<file path="src/hdl/thruster_allocation_mixer_core_macros.svh">
// Assertion macros shared by the thruster mixer RTL.
`ifndef THRUSTER_ALLOCATION_MIXER_CORE_MACROS_SVH
`define THRUSTER_ALLOCATION_MIXER_CORE_MACROS_SVH

// Same-cycle implication, disabled while reset is asserted.
`define TAM_ASSERT_NOW(label, clk, rst_n, ante, cons, msg) \
    label: assert property (@(posedge clk) disable iff (!rst_n) (ante) |-> (cons)) \
        else $error(msg);

// Next-cycle implication, disabled while reset is asserted.
`define TAM_ASSERT_NEXT(label, clk, rst_n, ante, cons, msg) \
    label: assert property (@(posedge clk) disable iff (!rst_n) (ante) |=> (cons)) \
        else $error(msg);

`endif

</file>
<file path="src/hdl/tam_ram.sv">
// Generic single-port-write, single-port-read RAM with registered read data.
module tam_ram #(
    parameter int WIDTH = 16,
    parameter int DEPTH = 8,
    localparam int ADDR_W = (DEPTH > 1) ? $clog2(DEPTH) : 1
) (
    input  logic              clk,
    input  logic              we,
    input  logic [ADDR_W-1:0] waddr,
    input  logic [WIDTH-1:0]  wdata,
    input  logic              re,
    input  logic [ADDR_W-1:0] raddr,
    output logic [WIDTH-1:0]  rdata
);

    logic [WIDTH-1:0] mem [DEPTH];
    logic [WIDTH-1:0] rdata_reg;

    // Write port and registered read port; a read in the same cycle as a
    // write to the same address returns the old contents.
    always_ff @(posedge clk)
    begin
        if (we)
        begin
            mem[waddr] <= wdata;
        end
        if (re)
        begin
            rdata_reg <= mem[raddr];
        end
    end

    assign rdata = rdata_reg;

endmodule

</file>
<file path="config.mk">
export PLATFORM = sky130hd
export DESIGN_NAME = tam_ram
export DESIGN_NICKNAME = d
export VERILOG_FILES = /design/src/hdl/thruster_allocation_mixer_core_macros.svh /design/src/hdl/tam_ram.sv
export SDC_FILE = /design/constraint.sdc
export NUM_CORES = 1
export LEC_CHECK = 0
export ABC_AREA = 0
export BUFFER_PORTS_ARGS = -buffer_cell sky130_fd_sc_hd__buf_2
export CAP_MARGIN = 20
export CORE_MARGIN = 1.5
export CORE_UTILIZATION = 64
export DETAILED_ROUTE_END_ITERATION = 10
export PLACE_DENSITY_LB_ADDON = 0.3
export SKIP_CTS_REPAIR_TIMING = 1
export SLEW_MARGIN = 30
export SYNTH_ARGS = -nofsm -noshare
export SYNTH_HDL_FRONTEND = slang
export SYNTH_SLANG_ARGS = --single-unit
</file>
<file path="constraint.sdc">
create_clock -name clk -period 3.8 [get_ports clk]
set_input_delay 0.19 -clock clk [delete_from_list [all_inputs] [get_ports clk]]
set_output_delay 0.19 -clock clk [all_outputs]
set_load 0.01 [all_outputs]
</file>
=== Word level (Yosys, flattened, before mapping) ===
Memories as Yosys holds them, arrays and structs flattened. A register that Yosys moved wholly into a read port is not among the register bits.
Cells that the tools add are included.

* Register bits after elaboration: 0
* Word-level logic and storage cells: 3
* Memories kept: 1
* Input bits: 25
* Memory bits (writable): 128
* Output and inout port bits: 16

* Multiplexer cells: 2

{| class="wikitable"
|+ Memories
! memory !! words !! bits a word !! read ports !! clocked after memory_dff !! wr ports !! RTL line !! source
|-
| mem || 8 || 16 || 1 || 1 || 1 || tam_ram.sv:16 || <nowiki>logic [WIDTH-1:0] mem [DEPTH];</nowiki>
|}

{| class="wikitable"
|+ Operator list
! cell !! count
|-
| 1-bit 2-to-1 mux || 2
|}

=== Depth between registers and ports, before layout ===
* Depth after elaboration: 2
* Gate-level depth with buffers: 4
* Mapped depth without buffers: 2

=== Worst setup path after synthesis ===
Ideal clock, no wire load.

* Path kind: input port to flip-flop
* Start: input port waddr[2]
* End: memory mem[0][0], enable pin
* Data required time: 3.391 ns
* Stages on the path: 2
* Setup time: 0.409 ns
* Setup slack: 1.887 ns
* Data arrival time: 1.503 ns
* Path buffers: 0
* Path through: nand2b_1 > nor3_1

{| class="wikitable"
|+ RTL lines
! element !! RTL line !! source
|-
| from (decl) || tam_ram.sv:9 || <nowiki>input logic [ADDR_W-1:0] waddr,</nowiki>
|-
| to (decl) || tam_ram.sv:16 ||
|}

Straight into the memory's write port.

==> flow_summary_export.csv <==
group,metric,value,unit
run_status,status,"finished clean",
global_route,grt_antenna_before_repair,0,
logic_synthesis,yosys-top-cells-area,"edfxtp_1, mux4_1, mux2_2",
drt,route.detailed.drc,0,
timing,setup-violations-final,0,
placed_design,dp_cells,358,
global_route,grt_pass1_wl,13910,um
worst_setup_path,crit_arrival,1890,ps
worst_setup_path,r2r-start,"mem[1][13]$_DFFE_PP_",
timing,setup_tns,0,ps
global_route,grt_use_total,23.32,%
layout,multi_input_area,1075,um^2
worst_setup_path,startpoint,"raddr[0]",
logic_synthesis,syn_nets,239,
layout,final_cell_count_no_fill,406,
layout,largest_reg_flops,128,
worst_setup_path,slowest_stage,"buf_2",
cts,cts-root-buf,"clkbuf_8",
die,die_h,95.32,um
layout,antenna-diode-count,0,
logic_synthesis,yosysUniqueCellTypes,11,
timing,min_period,1641,ps
placed_design,dp_hpwl,4829,um
min_path,min_path_type,"input port to flop",
power,power_leakage,2.297,nW
die,core_region_area,8217,um^2
power,pwr_density_cell,573.5,nW/um^2
cts,clkSlewWorstSetupHoldPaths,60,ps
die,num_rows,33,
worst_setup_path,critical_path.max_stage_delay,700,ps
cts,clkLatencyLatePin,510,ps
worst_setup_path,cp_cell_sequence,"buf_2 -> mux4_1 -> mux2_2",
power,total_power,3.779,mW
min_path,min-delay-start,"re",
layout,drive_gt1_share,32.23,%
job,drv_cap,0,
logic_synthesis,synth_top_area_cell,"edfxtp_1",
drt,drt_wl_total,9658,um
cts,clock-sinks,144,
worst_setup_path,cp_max_fo,32,
timing,max_freq,609.5,MHz
placed_design,gp_congestion,0.6450,
global_route,grt_overflow,0,
cts,clockBufferDepth,2,
drt,firstDrtPassIters,4,
logic_synthesis,syn-cell-area,5454,um^2
logic_synthesis,synth_top_cell_area_share,79.28,%
placed_design,io_buffer_count,40,
timing,worst_pin_slew,926.9,ps
logic_synthesis,ys_seq_area_share,79.28,%
drt,vias,2397,
drt,antenna_left,0,
logic_synthesis,synth-seq-cells,144,
power,vdd_drop_max,0.3850,mV
worst_setup_path,cp-end-kind,"flop",
global_route,grt_max_degree,33,
timing,finalClockSkew,10.19,ps
layout,final_net_count,313,
drt,drt_iter0_drc,197,
drt,wl_per_cell,23.79,um
logic_synthesis,synthCells,214,
cts,cts_max_level,4,
cts,numCtsBuffers,17,
cts,cts_tree,"yes",
timing,rsz0062_at_grt,"no",
timing,final_max_slew_viol_count,0,
logic_synthesis,ys_warn_count,0,
die,io_pins,41,
layout,regArea,4324,um^2
layout,area_delta_synth_final,20.81,%
worst_setup_path,critPathKind,"input port to flop",
timing,fin_crit_sh,43.18,%
die,die-area,9085,um^2
layout,fillers,394,
drt,viasPerCell,5.904,
die,die_w,95.32,um
worst_setup_path,cp-start-kind,"input port",
die,start_util,66.38,%
timing,hold_viol_final,0,
logic_synthesis,syn_area_per_cell,25.49,um^2
timing,max_slew_margin,38.21,%
worst_setup_path,crit_required,4050,ps
global_route,grt_pass1_vias,2481,
==> where the power goes <==
part / internal, mW / switching, mW / total [mW]
registers: 1.82 / 0.0151 / 1.83
logic: 0.0872 / 0.0912 / 0.178
clock network: 1.19 / 0.581 / 1.77
==> layout make-up <==
type | count | area share (%)
Sequential cell | 144 | 65.63
Multi-Input combinational cell | 61 | 16.31
Clock buffer | 19 | 6.400
Timing Repair Buffer | 64 | 6.381
Clock inverter | 13 | 3.285
Tap cell | 105 | 1.994
==> synthesized netlist by cell type, drive strengths merged <==
library cell	number
edfxtp	144
mux4	32
mux2	16
buf	8
nor2	6
nand2b	3
nand2	2
nor3	2
clkbuf	1
==> stage by stage <==
stage               util [%]  worst slack [ps]  cell area (um^2)  hold slack [ps]
floorplan                  -              1887              5454            288.9
global placement       70.47              1679              5791            452.1
detailed placement     70.47              1615              5791            459.5
CTS                    78.24              2144              6429           -72.51
global route           80.19              2122              6589            156.3
finish                 80.19              2159              6589            167.6
==> worst paths after layout <==
path / endpoint / slack (ps) / cells after the start
setup reg to reg: rdata[13]$_DFFE_PP_ / 2310 / 2
setup / recovery: rdata[3]$_DFFE_PP_ / 2160 / 3
hold reg to reg: rdata[0]$_DFFE_PP_ / 750 / 2
hold / removal: rdata[7]$_DFFE_PP_ / 170 / 1
==> critical path: cells and delay by family <==
kind	cells	cell delay (ps)
multiplexers	2	980
buffers and inverters	1	700
==> cells by family (layout without fill, tap and decap cells) <==
logic type	after synthesis	count (layout)	share of synthesized area, %
buffers and inverters	9	96	1.193
AND/OR/NAND/NOR	13	13	1.078
flip-flops	144	144	79.28
multiplexers	48	48	18.44
==> cell usage in the layout, fill, tap and decap left out <==
cell           instances
mux2_2                16
mux4_1                28
edfxtp_1             144
buf_2                 40
nor2_1                 6
mux4_2                 4
clkinv_2               2
nor3_2                 2
clkinvlp_4             2
clkbuf_16             16
buf_4                  8
nand2b_1               3
clkbuf_8               1
bufinv_16              6
nand2_1                2
clkbuf_1               2
clkinv_1               3
dlygate4sd3_1         16
==> per-layer routing <==
layer  global-route usage [%]  vias to the layer above  wire (um)
li1                         -                     1085          -
met1                    29.84                     1210       3799
met2                    38.65                       92       5143
met3                    6.778                       10        608
met4                    7.836                        0        106
met5                        0                        -          0
Note: power is estimated with default switching activity, not from simulation.
